===== config.mk =====
export PLATFORM = sky130hd
export DESIGN_NAME = kte_rank_cell
export DESIGN_NICKNAME = d
export VERILOG_FILES = /design/src/design/kte_pkg.sv /design/src/design/kte_rank_cell.sv
export SDC_FILE = /design/constraint.sdc
export NUM_CORES = 1
export LEC_CHECK = 0
export ABC_AREA = 1
export BUFFER_PORTS_ARGS = -buffer_cell sky130_fd_sc_hd__buf_2
export CAP_MARGIN = 20
export CELL_PAD_IN_SITES_DETAIL_PLACEMENT = 1
export CELL_PAD_IN_SITES_GLOBAL_PLACEMENT = 1
export CORE_ASPECT_RATIO = 2
export CORE_UTILIZATION = 36
export CTS_CLUSTER_SIZE = 14
export DETAILED_ROUTE_END_ITERATION = 7
export GPL_ROUTABILITY_DRIVEN = 0
export PLACE_DENSITY_LB_ADDON = 0.05
export SYNTH_ARGS = -nofsm -noshare
export SYNTH_HDL_FRONTEND = slang
export SYNTH_SLANG_ARGS = --single-unit

===== constraint.sdc =====
create_clock -name clk -period 5.79 [get_ports clk]
set_input_delay 0.8685 -clock clk [delete_from_list [all_inputs] [get_ports clk]]
set_output_delay 0.8685 -clock clk [all_outputs]
set_load 0.1 [all_outputs]

===== src/design/kte_pkg.sv =====
// ----------------------------------------------------------------------------
// kte_pkg: shared definitions for the streaming kth extreme tracker
// Widths, rank depths, sentinels and the link type passed between rank cells.
// ----------------------------------------------------------------------------
package kte_pkg;

  localparam int DATA_W      = 32;
  localparam int LEN_W       = 16;
  localparam int TOP_RANK    = 3;
  localparam int BOTTOM_RANK = 5;

  localparam logic signed [DATA_W-1:0] MOST_NEG = {1'b1, {(DATA_W-1){1'b0}}};
  localparam logic signed [DATA_W-1:0] MOST_POS = {1'b0, {(DATA_W-1){1'b1}}};
  localparam logic [LEN_W-1:0]         LEN_RESET = LEN_W'(10);

  // what a rank cell hands to the next cell down the chain
  typedef struct packed {
    logic signed [DATA_W-1:0] val;
    logic                     hit;
  } kte_link_t;

endpackage


===== src/design/kte_rank_cell.sv =====
// ----------------------------------------------------------------------------
// kte_rank_cell: one rank of a sorted insertion chain
// Holds one ranked value; takes the sample or the upper neighbor's value.
// ----------------------------------------------------------------------------
module kte_rank_cell import kte_pkg::*; (
  input  logic                     clk,
  input  logic                     rst_n,
  input  logic                     desc_mode,  // 1: largest chain, 0: smallest chain
  input  logic                     load,
  input  logic                     clear,
  input  logic signed [DATA_W-1:0] sample,
  input  kte_link_t                link_in,
  output kte_link_t                link_out,
  output logic signed [DATA_W-1:0] val_nxt
);

  logic signed [DATA_W-1:0] val_r;
  logic signed [DATA_W-1:0] sentinel;
  logic                     hit;

  assign sentinel = desc_mode ? MOST_NEG : MOST_POS;

  // strict compare, so equal values stay below the ones already held
  assign hit = desc_mode ? (sample > val_r) : (sample < val_r);

  // upper neighbor shifting down wins, else insert here, else hold
  always_comb begin
    if (link_in.hit) begin
      val_nxt = link_in.val;
    end else if (hit) begin
      val_nxt = sample;
    end else begin
      val_nxt = val_r;
    end
  end

  assign link_out = '{val: val_r, hit: hit};

  // rank register, back to sentinel on reset or end of set
  always_ff @(posedge clk) begin
    if (!rst_n) begin
      val_r <= sentinel;
    end else if (load) begin
      val_r <= clear ? sentinel : val_nxt;
    end
  end

endmodule


# Word-level counts from Yosys, hierarchy flattened
# Cells that the tools add are included.
[classes]
magnitude_cmp = 2
eq_ne = 1
mux = 7
[op_table]
columns = ["op", "n"]
rows = [
  ["$mux W32", 6],
  ["$gt A32 B32 Y1", 1],
  ["$lt A32 B32 Y1", 1],
  ["$ne A2 B1 Y1 const B", 1],
  ["$mux W1", 1],
]
[word_totals]
register_bits = 32
input_bits = 70
output_inout_bits = 65
word_cells = 11

# Depth between registers and ports, before layout
# Gate-level depths: netlist of run 1.
[logic_depth]
word_depth = 7
depth_mapped = 21
mapped_depth_nobuf = 21

# Least setup slack after synthesis of run 1
# OpenSTA, ideal clock, no wires.
[synth_timing]
kind = "register to output"
from = "reg val_r[31]"
to = "out val_nxt[11]"
t_arrival_ns = 3.217
required_ns = 4.922
slack_ns = 1.704
path_stages_with_launch = 14
n_path_buf = 1
cell_sequence = "edfxtp_1 -> inv_1 -> ha_1 -> nand2_1 -> nor2_2 -> nand2_2 -> nor3b_2 -> nand2_1 -> nand3_1 -> nand3_2 -> buf_4 -> nand3_1 -> nand3_1 -> nand2_1"
[synth_between]
elab_chain_len = 4
elab_cells_between_ends = 5
cone_classes = "order compare (2); mux (3)"
[synth_rtl]
columns = ["element", "line_no", "source"]
rows = [
  ["start, declared", "kte_rank_cell.sv:17", "logic signed [DATA_W-1:0] val_r;"],
  ["start signal, assigned", "kte_rank_cell.sv:42", "val_r <= sentinel;"],
  ["start signal, assigned", "kte_rank_cell.sv:44", "val_r <= clear ? sentinel : val_nxt;"],
  ["$lt A32 B32 Y1 or $gt A32 B32 Y1 (tied branches)", "kte_rank_cell.sv:24", "assign hit = desc_mode ? (sample > val_r) : (sample < val_r);"],
  ["$mux W1 (*)", "kte_rank_cell.sv:24", ""],
  ["$mux W32 (*)", "kte_rank_cell.sv:30", "end else if (hit) begin"],
  ["$mux W32 (*)", "kte_rank_cell.sv:28", "if (link_in.hit) begin"],
  ["end, declared", "kte_rank_cell.sv:14", "output logic signed [DATA_W-1:0] val_nxt"],
]
# Mark *: on every way between the ends. The rest lies on a longest branch, timed or not.

# Worst setup path after layout of run 1
[layout_timing]
from = "in sample[31]"
to = "out val_nxt[7]"
[layout_between]
elab_chain_len = 4
elab_cells_between_ends = 5
cone_classes = "order compare (2); mux (3)"
[layout_rtl]
columns = ["element", "line_no", "source"]
rows = [
  ["start, declared", "kte_rank_cell.sv:11", "input logic signed [DATA_W-1:0] sample,"],
  ["$lt A32 B32 Y1 or $gt A32 B32 Y1 (tied branches)", "kte_rank_cell.sv:24", ""],
  ["$mux W1 (*)", "kte_rank_cell.sv:24", ""],
  ["$mux W32 (*)", "kte_rank_cell.sv:30", ""],
  ["$mux W32 (*)", "kte_rank_cell.sv:28", ""],
]
# Marks and branches as above.

==> impl_metrics.json, run 1 <==
{
  "postCtsSetupBuffers": 0,
  "multi_input_area_sq_um": 1840,
  "crit_slowest_cell": "nand3_2",
  "placementRows": 49,
  "grt_pass1_wl_um": 18700,
  "initial_core_util_pct": 37.2,
  "gr-usage-met3_pct": 3.35,
  "chipWidth_um": 70.2,
  "post-dp-hpwl_um": 8470,
  "antenna_found_initial": 0,
  "root_buffer": "clkbuf_16",
  "setup_ws_ns": 1.00,
  "grt_pass1_vias": 3927,
  "synth_top_cell_by_area": "edfxtp_1",
  "largest_reg_flops": 32,
  "worst-path-buf-inv": 2,
  "grt_overflow": 0,
  "coreArea_sq_um": 9010,
  "power.share.switching_pct": 56.2,
  "path_common_cell": "nand2_1",
  "postRouteAntennaNets": 0,
  "cts.clk_slew.worst_paths_ns": 0.05,
  "max_stage_delay_ns": 0.70,
  "vias_per_cell": 5.18,
  "synth_cells": 505,
  "clock_latency_ns": 0.28,
  "synth_top_area_share_pct": 28.7,
  "die_y_um": 138,
  "synth_area_sq_um": 3350,
  "synth_area_leaders": "edfxtp_1 (29%), nand3_1 (18%), nand2_1 (16%)",
  "stdcell_count": 726,
  "total_power_w": 0.00135,
  "grt_util_met1_pct": 23.8,
  "hold_path.class": "register to register",
  "synth_flop_cell": "edfxtp_1",
  "required_ns": 4.92,
  "p_leak_nw": 2.54,
  "synth_nets": 607,
  "fmax_mhz": 209,
  "rsz0062_at_grt": "no",
  "antenna_cells": 0,
  "numCtsBuffers": 5,
  "finalSetupViolCount": 0,
  "drc": 0,
  "grtUsageMet2_pct": 50.5,
  "synth_edf_count": 32,
  "cap_violations": 0,
  "setup-tns-final_ns": 0,
  "drt-initial-drc-count": 127,
  "yosysWarnings": 0,
  "cts_resized": 0,
  "peakVddDrop_uv": 231,
  "dp_worst_setup_slack_ns": 0.976,
  "period_minus_slack_ns": 4.79,
  "worstSetupStartpointType": "primary input",
  "ys_types": 23,
  "cts.htree.levels": 2,
  "numPortBuffers": 134,
  "cts_tree": "built",
  "critPathArrivalTime_ns": 3.92,
  "dr.pass1.iters": 4,
  "n_fill_cell": 1236,
  "critPathLaunch": "sample[31]",
  "wl_per_cell_um": 16.0,
  "ys_seq_area_share_pct": 28.7,
  "reg_top3": "val_r: 32 flops",
  "synth_common_cells": "nand2_1 (139), nand3_1 (119), inv_1 (107)",
  "crit_family": "simple AND/OR/NAND/NOR gates",
  "postCtsHoldBufs": 0,
  "vias": 3760,
  "dpl.cell_count": 718,
  "cp_cell_sequence": "buf_2 > ha_1 > a21oi_1 > o21a_1 > nand2_1 > a21oi_1 > nand2_1 > nand2_1 > nand3_2 > nand3_1 > nand3_1 > nand2_1 > buf_2",
  "top_register": "val_r",
  "hold_start": "val_r[25]",
  "io-pin-count": 135,
  "seq_area_sq_um": 961,
  "drv_slew": 0,
  "drive_gt1_share_pct": 25.5,
  "worst_slew_pin_slew_ns": 0.926,
  "power_frac_seq_pct": 22.0,
  "final_net_count": 725,
  "whs_ns": 0.816,
  "p_int_w": 0.000590,
  "pwr-share-comb_pct": 58.4,
  "p_per_area_nw_per_um2": 321,
  "synth_seq_cells": 32,
  "async_reset_ff_share_pct": 0,
  "clk_path_buf_depth": 2,
  "cts.sinks": 32,
  "hold_violations": 0,
  "cp_max_fo": 33,
  "finClkSkew_ns": 0.00641,
  "syn_to_final_growth_pct": 25.6,
  "synthMostInstantiatedCell": "nand2_1",
  "criticalPathCategory": "primary input to output port",
  "grt_use_total_pct": 24.4,
  "finalCritPeriodShare_pct": 82.7,
  "dieArea_sq_um": 9710,
  "regToRegStartpoint": "val_r[31]",
  "p_clk_share_pct": 19.6,
  "status": "finished, final reports clean",
  "switchingPower_w": 0.000757,
  "worstSetupEndpointType": "output port",
  "busiest_layer": "met2",
  "wl_um": 11600,
  "max-slew-margin-rel_pct": 38.3,
  "grt_max_degree": 34,
  "syn-mean-instance-area_sq_um": 6.63
}
-- power groups by stage --
stage	clock network, W	registers [W]	logic (W)
final	0.000264	0.000296	0.000787
after global routing	0.000279	0.000298	0.000839
after CTS	0.000273	0.000296	0.000794
after detailed placement	0	0.000301	0.000791
after global placement	0	0.000300	0.000773
after floorplan	0	0.000460	0.000487
-- cells by family (layout without fill, tap and decap cells) --
| kind of cell | after synthesis | after routing | share of synthesized area (%) |
|---|---|---|---|
| AOI/OAI and AO/OA | 21 | 21 | 3.44 |
| and+or+nand+nor | 287 | 287 | 39.6 |
| buffers and inverters | 133 | 252 | 16.3 |
| DFF | 32 | 32 | 28.7 |
| adders and majority gates | 32 | 32 | 12.0 |
-- tightest hold or removal path: cells and delay by family (launching register included) --
kind | cells | cell delay (ns)
buf+inv | 2 | 0.10
flops | 1 | 0.34
simple gates | 4 | 0.27
-- final timing paths --
path	endpoint	slack (ns)	cells after the start
worst max-delay path	val_nxt[7]	1.0	13
worst min-delay path	val_r[25]	0.82	6
worst max register to register	val_r[7]	2.43	15
worst min register to register	val_r[25]	0.82	6
-- through the flow --
stage	area, sq um	utilization, %
floorplan	3350	-
global placement	4010	44.5
detailed placement	4070	45.1
CTS	4200	46.6
global route	4200	46.6
finish	4200	46.6
-- layout make-up --
type | instances | area share (%)
clock inverter | 1 | 0.0893
inverter | 107 | 9.55
sequential | 32 | 22.9
multi-input combinational | 340 | 43.9
timing repair buffer | 137 | 17.4
tap | 102 | 3.04
clock buffer | 7 | 3.15
-- layer usage --
layer | share of wire (%) | routed length (um)
met2 | 59 | 6900
met4 | 1.2 | 136
met1 | 36 | 4200
met5 | 0 | 0
met3 | 3.5 | 409
-- cell usage in the layout (no fill, tap or decap), drive strengths merged, types with 3 or more instances in the layout --
cell type	count
ha	32
nor2	11
o21ai	3
clkbuf	7
a21oi	14
nand2	140
nand3	131
inv	107
edfxtp	32
buf	137
Power figures use the tool's default switching activity.
==> run 2, diff against run 1 <==
CORE_UTILIZATION = 30   (was 36)
clock period = 4.15 ns   (was 5.79 ns; I/O delays follow)
==> run 2 against run 1 <==
  * Power grew 53%
  * Sequential power rose by 40%
  * Clock skew down 0.0029 ns
  * Die area increased by 20%
  * Hold slack lost 0.082 ns
  * Global-route usage fell by 3.6 points
  * Design area rose by 14%
  * Non-clock buffer count is 8 higher
  * Sequential cell count stayed put
  * First-iteration DRC count fell by 31%
  * Clock power increased by 39%
  * Register-to-register slack worse by 1.2 ns
==> impl_metrics.json, run 2 (synthesis gave the netlist of run 1 again) <==
{
  "dpl_cell_area_sq_um": 4640,
  "clock_latency_ns": 0.28,
  "worstSetupStartpointType": "primary input",
  "finalSetupViolCount": 0,
  "cts.clk_slew.worst_paths_ns": 0.05,
  "wl_per_cell_um": 15.1,
  "power_frac_seq_pct": 20.1,
  "path_common_cell": "nand2_1",
  "reg_top3": "val_r: 32 flops",
  "hold_violations": 0,
  "finClkSkew_ns": 0.00347,
  "cp_cell_sequence": "buf_2 > ha_1 > a21oi_1 > o21a_1 > nand2_1 > a21oi_1 > nand2_1 > nand2_1 > nand3_2 > buf_4 > nand3_1 > nand3_1 > nand2_1 > buf_12",
  "wl_um": 11700,
  "io-pin-count": 135,
  "cp_max_fo": 14,
  "n_fill_cell": 1392,
  "post-dp-hpwl_um": 9270,
  "coreArea_sq_um": 10900,
  "finalCritPeriodShare_pct": 89.2,
  "placementRows": 54,
  "drt-initial-drc-count": 87,
  "antenna_found_initial": 0,
  "grt_max_degree": 34,
  "power.share.switching_pct": 52.5,
  "die_y_um": 151,
  "postCtsSetupBuffers": 0,
  "required_ns": 3.53,
  "cts.sinks": 32,
  "grt_use_total_pct": 20.8,
  "cts.htree.levels": 2,
  "grt_overflow": 0,
  "peakVddDrop_uv": 180,
  "hold_path.class": "primary input to register",
  "worstSetupEndpointType": "output port",
  "drv_slew": 0,
  "numPortBuffers": 134,
  "dr.pass1.iters": 4,
  "p_per_area_nw_per_um2": 431,
  "postLayoutCellArea_sq_um": 4770,
  "worst_slew_pin_slew_ns": 0.892,
  "grt_pass1_wl_um": 18700,
  "vias_per_cell": 4.78,
  "switchingPower_w": 0.00108,
  "root_buffer": "clkbuf_16",
  "status": "finished, final reports clean",
  "total_power_w": 0.00206,
  "vias": 3688,
  "p_int_w": 0.000977,
  "largest_reg_flops": 32,
  "dieArea_sq_um": 11600,
  "cts_tree": "built",
  "drive_gt1_share_pct": 26.4,
  "cts_resized": 0,
  "period_minus_slack_ns": 3.70,
  "top_register": "val_r",
  "drc": 0,
  "rsz0062_at_grt": "no",
  "chipWidth_um": 76.7,
  "postCtsHoldBufs": 0,
  "fmax_mhz": 270,
  "final_common_cell": "nand2_1",
  "grt_pass1_vias": 3864,
  "pwr-share-comb_pct": 62.1,
  "max-slew-margin-rel_pct": 40.6,
  "cap_violations": 0,
  "criticalPathCategory": "primary input to output port",
  "p_clk_share_pct": 17.8,
  "antenna_cells": 0,
  "critPathArrivalTime_ns": 3.08,
  "postRouteAntennaNets": 0,
  "p_leak_nw": 2.74,
  "whs_ns": 0.734,
  "clk_path_buf_depth": 2,
  "final_net_count": 733,
  "setup-tns-final_ns": 0,
  "setup_ws_ns": 0.448,
  "dp_worst_setup_slack_ns": 0.401,
  "crit_slowest_cell": "ha_1",
  "mostFrequentLayoutCells": "nand2_1 (139), nand3_1 (119), inv_1 (107)",
  "syn_to_final_growth_pct": 42.5,
  "max_stage_delay_ns": 0.37,
  "numCtsBuffers": 5,
  "initial_core_util_pct": 30.8
}
[run 2: cell types whose count changed in the layout (fill, tap and decap cells not counted), sizes merged]
cell	before	now
buf	137	145
[run 2: metal layers]
metal | vias to the layer above | track usage [%] | share of wire [%]
met5 | - | 0 | 0
met4 | 0 | 6.06 | 1.2
met3 | 9 | 2.41 | 3.6
met2 | 84 | 43.1 | 59
met1 | 1731 | 21.0 | 36
li1 | 1864 | - | -
[run 2: layout make-up]
type                    instances  area, sq um  share of cell area [%]
clock buffers                   7          133                    2.78
clock inverters                 1         3.75                  0.0787
inverters                     107          402                    8.42
multi-input cells             340         1850                    38.8
flip-flops and latches         32          961                    20.1
well taps                     140          175                    3.67
repair buffers                145         1250                    26.2
[run 2: power by group through the flow]
stage	Sequential [W]	Combinational, W	Clock [W]
final	0.000413	0.00128	0.000367
after global routing	0.000417	0.00136	0.000391
after CTS	0.000414	0.00129	0.000383
after detailed placement	0.000420	0.00129	0
after global placement	0.000420	0.00127	0
after floorplan	0.000642	0.000679	0
[run 2: metrics by stage]
stage	instances	utilization (%)
6_report	772	43.9
5_1_grt	772	43.9
4_1_cts	772	43.9
3_5_place_dp	764	42.6
3_3_place_gp	764	42.6
2_1_floorplan	505	-
[run 2: worst paths after layout]
kind / from / end / slack (ns) / depth (start not counted)
worst max-delay path: sample[31] / val_nxt[9] / 0.45 / 14
worst min register to register: val_r[12] / val_r[12] / 0.82 / 6
worst min-delay path: link_in[18] / val_r[17] / 0.73 / 5
worst max register to register: val_r[31] / val_r[9] / 1.27 / 16
[run 2: critical path: cells and delay by family]
| family | cells | cell delay (ns) |
|---|---|---|
| buffers and inverters | 3 | 0.61 |
| AOI/OAI and AO/OA | 3 | 0.55 |
| and+or+nand+nor | 7 | 0.92 |
| adders and majority gates | 1 | 0.37 |
==> run 3, diff against run 2 <==
ABC_AREA = 0   (was 1)
==> run 3 against run 2 <==
  * Synthesized cell count is 33% lower
  * Sequential share of layout area down 0.28 points
  * Design area grew 1.4%
  * Die area down 13%
  * Register-to-register slack worse by 0.27 ns
  * Setup slack worse by 0.26 ns
  * Combinational power grew 15%
  * Cell count shrank 23%
  * Critical endpoint is now val_nxt[11]
  * Highest routed layer unchanged
==> impl_metrics.json, run 3 <==
{
  "grt_max_degree": 34,
  "max-slew-margin-rel_pct": 38.5,
  "synth_area_leaders": "edfxtp_1 (33%), ha_1 (14%), a21oi_1 (13%)",
  "critPathLaunch": "sample[24]",
  "grt_pass1_wl_um": 17000,
  "vias_per_cell": 5.26,
  "root_buffer": "clkbuf_16",
  "numPortBuffers": 134,
  "grt_util_met1_pct": 20.9,
  "antenna_cells": 0,
  "dpl.cell_count": 589,
  "criticalPathCategory": "primary input to output port",
  "hold_start": "link_in[1]",
  "finalSetupViolCount": 0,
  "final_net_count": 597,
  "drv_slew": 0,
  "io-pin-count": 135,
  "p_per_area_nw_per_um2": 465,
  "coreArea_sq_um": 9380,
  "synth_top_area_share_pct": 33.2,
  "vias": 3143,
  "drc": 0,
  "fmax_mhz": 252,
  "synth_nets": 440,
  "postCtsHoldBufs": 0,
  "rsz0062_at_grt": "yes",
  "syn_to_final_growth_pct": 67.4,
  "synth_edf_count": 32,
  "clock_latency_ns": 0.28,
  "setup_ws_ns": 0.184,
  "grt_overflow": 0,
  "stdcell_count": 597,
  "ys_types": 34,
  "async_reset_ff_share_pct": 0,
  "finClkSkew_ns": 0.00468,
  "cts_tree": "built",
  "gr-usage-met3_pct": 2.57,
  "drt-initial-drc-count": 128,
  "worstSetupEndpointType": "output port",
  "drive_gt1_share_pct": 47.9,
  "placementRows": 50,
  "status": "finished, final reports clean",
  "cts.clk_slew.worst_paths_ns": 0.05,
  "synth_top_cell_by_area": "edfxtp_1",
  "initial_core_util_pct": 30.8,
  "synth_cells": 338,
  "cts.sinks": 32,
  "mostFrequentLayoutCells": "buf_2 (101), a21oi_1 (44), buf_4 (38)",
  "grt_pass1_vias": 3476,
  "post-dp-hpwl_um": 8350,
  "regToRegStartpoint": "val_r[21]",
  "wl_um": 10600,
  "finalCritPeriodShare_pct": 95.6,
  "die_y_um": 141,
  "reg_top3": "val_r: 32 flops",
  "p_leak_nw": 2.21,
  "postRouteAntennaNets": 0,
  "dp_worst_setup_slack_ns": -0.0155,
  "grtUsageMet2_pct": 46.1,
  "synth_area_sq_um": 2890,
  "largest_reg_flops": 32,
  "period_minus_slack_ns": 3.97,
  "chipWidth_um": 71.4,
  "syn-mean-instance-area_sq_um": 8.55,
  "busiest_layer": "met2",
  "hold_violations": 0,
  "hold_path.class": "primary input to register",
  "worst_slew_pin_slew_ns": 0.922,
  "numCtsBuffers": 5,
  "clk_path_buf_depth": 2,
  "peakVddDrop_uv": 176,
  "dr.pass1.iters": 4,
  "fin_util_pct": 51.6,
  "cap_violations": 0,
  "synth_flop_cell": "edfxtp_1",
  "required_ns": 3.53,
  "grt_use_total_pct": 21.8,
  "synthMostInstantiatedCell": "a21oi_1",
  "antenna_found_initial": 0,
  "wl_per_cell_um": 17.8,
  "critPathArrivalTime_ns": 3.34,
  "top_register": "val_r",
  "worstSetupStartpointType": "primary input",
  "synth_seq_cells": 32,
  "cp_max_fo": 11,
  "dieArea_sq_um": 10100,
  "final_common_cell": "buf_2",
  "cts.htree.levels": 2,
  "synth_common_cells": "a21oi_1 (75), inv_1 (36), nor2_1 (33)",
  "total_power_w": 0.00225,
  "yosysWarnings": 0,
  "ys_seq_area_share_pct": 33.2
}
==> run 3: cell types whose count changed in the layout (fill, tap and decap cells not counted), moves of 27 or more <==
cell / delta
o21ai_1: +28
nand3_1: -115
a21oi_4: +31
a21oi_1: +30
inv_1: -75
nand2_1: -129
buf_4: +27
==> run 3: worst paths after layout <==
path	end	slack, ns	depth (start not counted)
max	val_nxt[11]	0.18	13
min	val_r[0]	0.65	3
max reg2reg	val_r[10]	1.00	12
min reg2reg	val_r[1]	0.73	2
==> run 3: cell families after synthesis <==
kind of cell / count (synthesis) / synth area share (%)
AO/OA/AOI/OAI: 119 / 21.7
XOR/XNOR: 1 / 0.303
adder cells (fa/ha/maj): 32 / 13.8
buffers and inverters: 57 / 8.70
flip-flops: 32 / 33.2
multiplexers: 33 / 11.5
AND/OR/NAND/NOR: 64 / 10.7
==> run 3: layer usage <==
| metal | up-vias | wire length (um) |
|---|---|---|
| li1 | 1528 | - |
| met2 | 74 | 6460 |
| met1 | 1534 | 3740 |
| met4 | 0 | 132 |
| met5 | - | 0 |
| met3 | 7 | 315 |
==> run 3: layout make-up <==
type / count / area, sq um
clock buffers: 5 / 125
repair buffers: 171 / 1260
inverters: 36 / 138
well taps: 104 / 130
multi-input cells: 249 / 2220
fillers: 1096 / 4540
flip-flops and latches: 32 / 961
==> run 3: timing repair <==
item | CTS | global route
setup endpoints to repair | 3 | 32
hold endpoints to repair | 0 | 0
buffers inserted | 0 | 3
pin swaps | 0 | 4
gates resized for setup | 3 | 53
==> run 3: stage by stage <==
stage | area [sq um] | TNS, ns | hold slack (ns)
3_5_place_dp | 4480 | -0.0155 | 0.714
6_report | 4840 | 0 | 0.654
3_3_place_gp | 4480 | 0 | 0.705
4_1_cts | 4610 | 0 | 0.652
2_1_floorplan | 3310 | -6.17 | 0.823
5_1_grt | 4840 | -0.0439 | 0.668
==> run 3: power breakdown <==
part | leakage [nW] | internal (W) | switching, W
clock | 0.0616 | 0.000212 | 0.000136
combinational | 1.81 | 0.000486 | 0.000981
sequential | 0.331 | 0.000400 | 0.0000321
==> run 3: worst max-delay path, stage by stage <==
cell	delay [ns]
buf_2	0.13
ha_1	0.28
nand4_1	0.15
nor4_2	0.29
nand4_1	0.21
or3_1	0.36
and4_4	0.16
nor3_4	0.20
buf_6	0.23
buf_4	0.15
mux2i_4	0.27
a21oi_4	0.09
buf_12	0.17
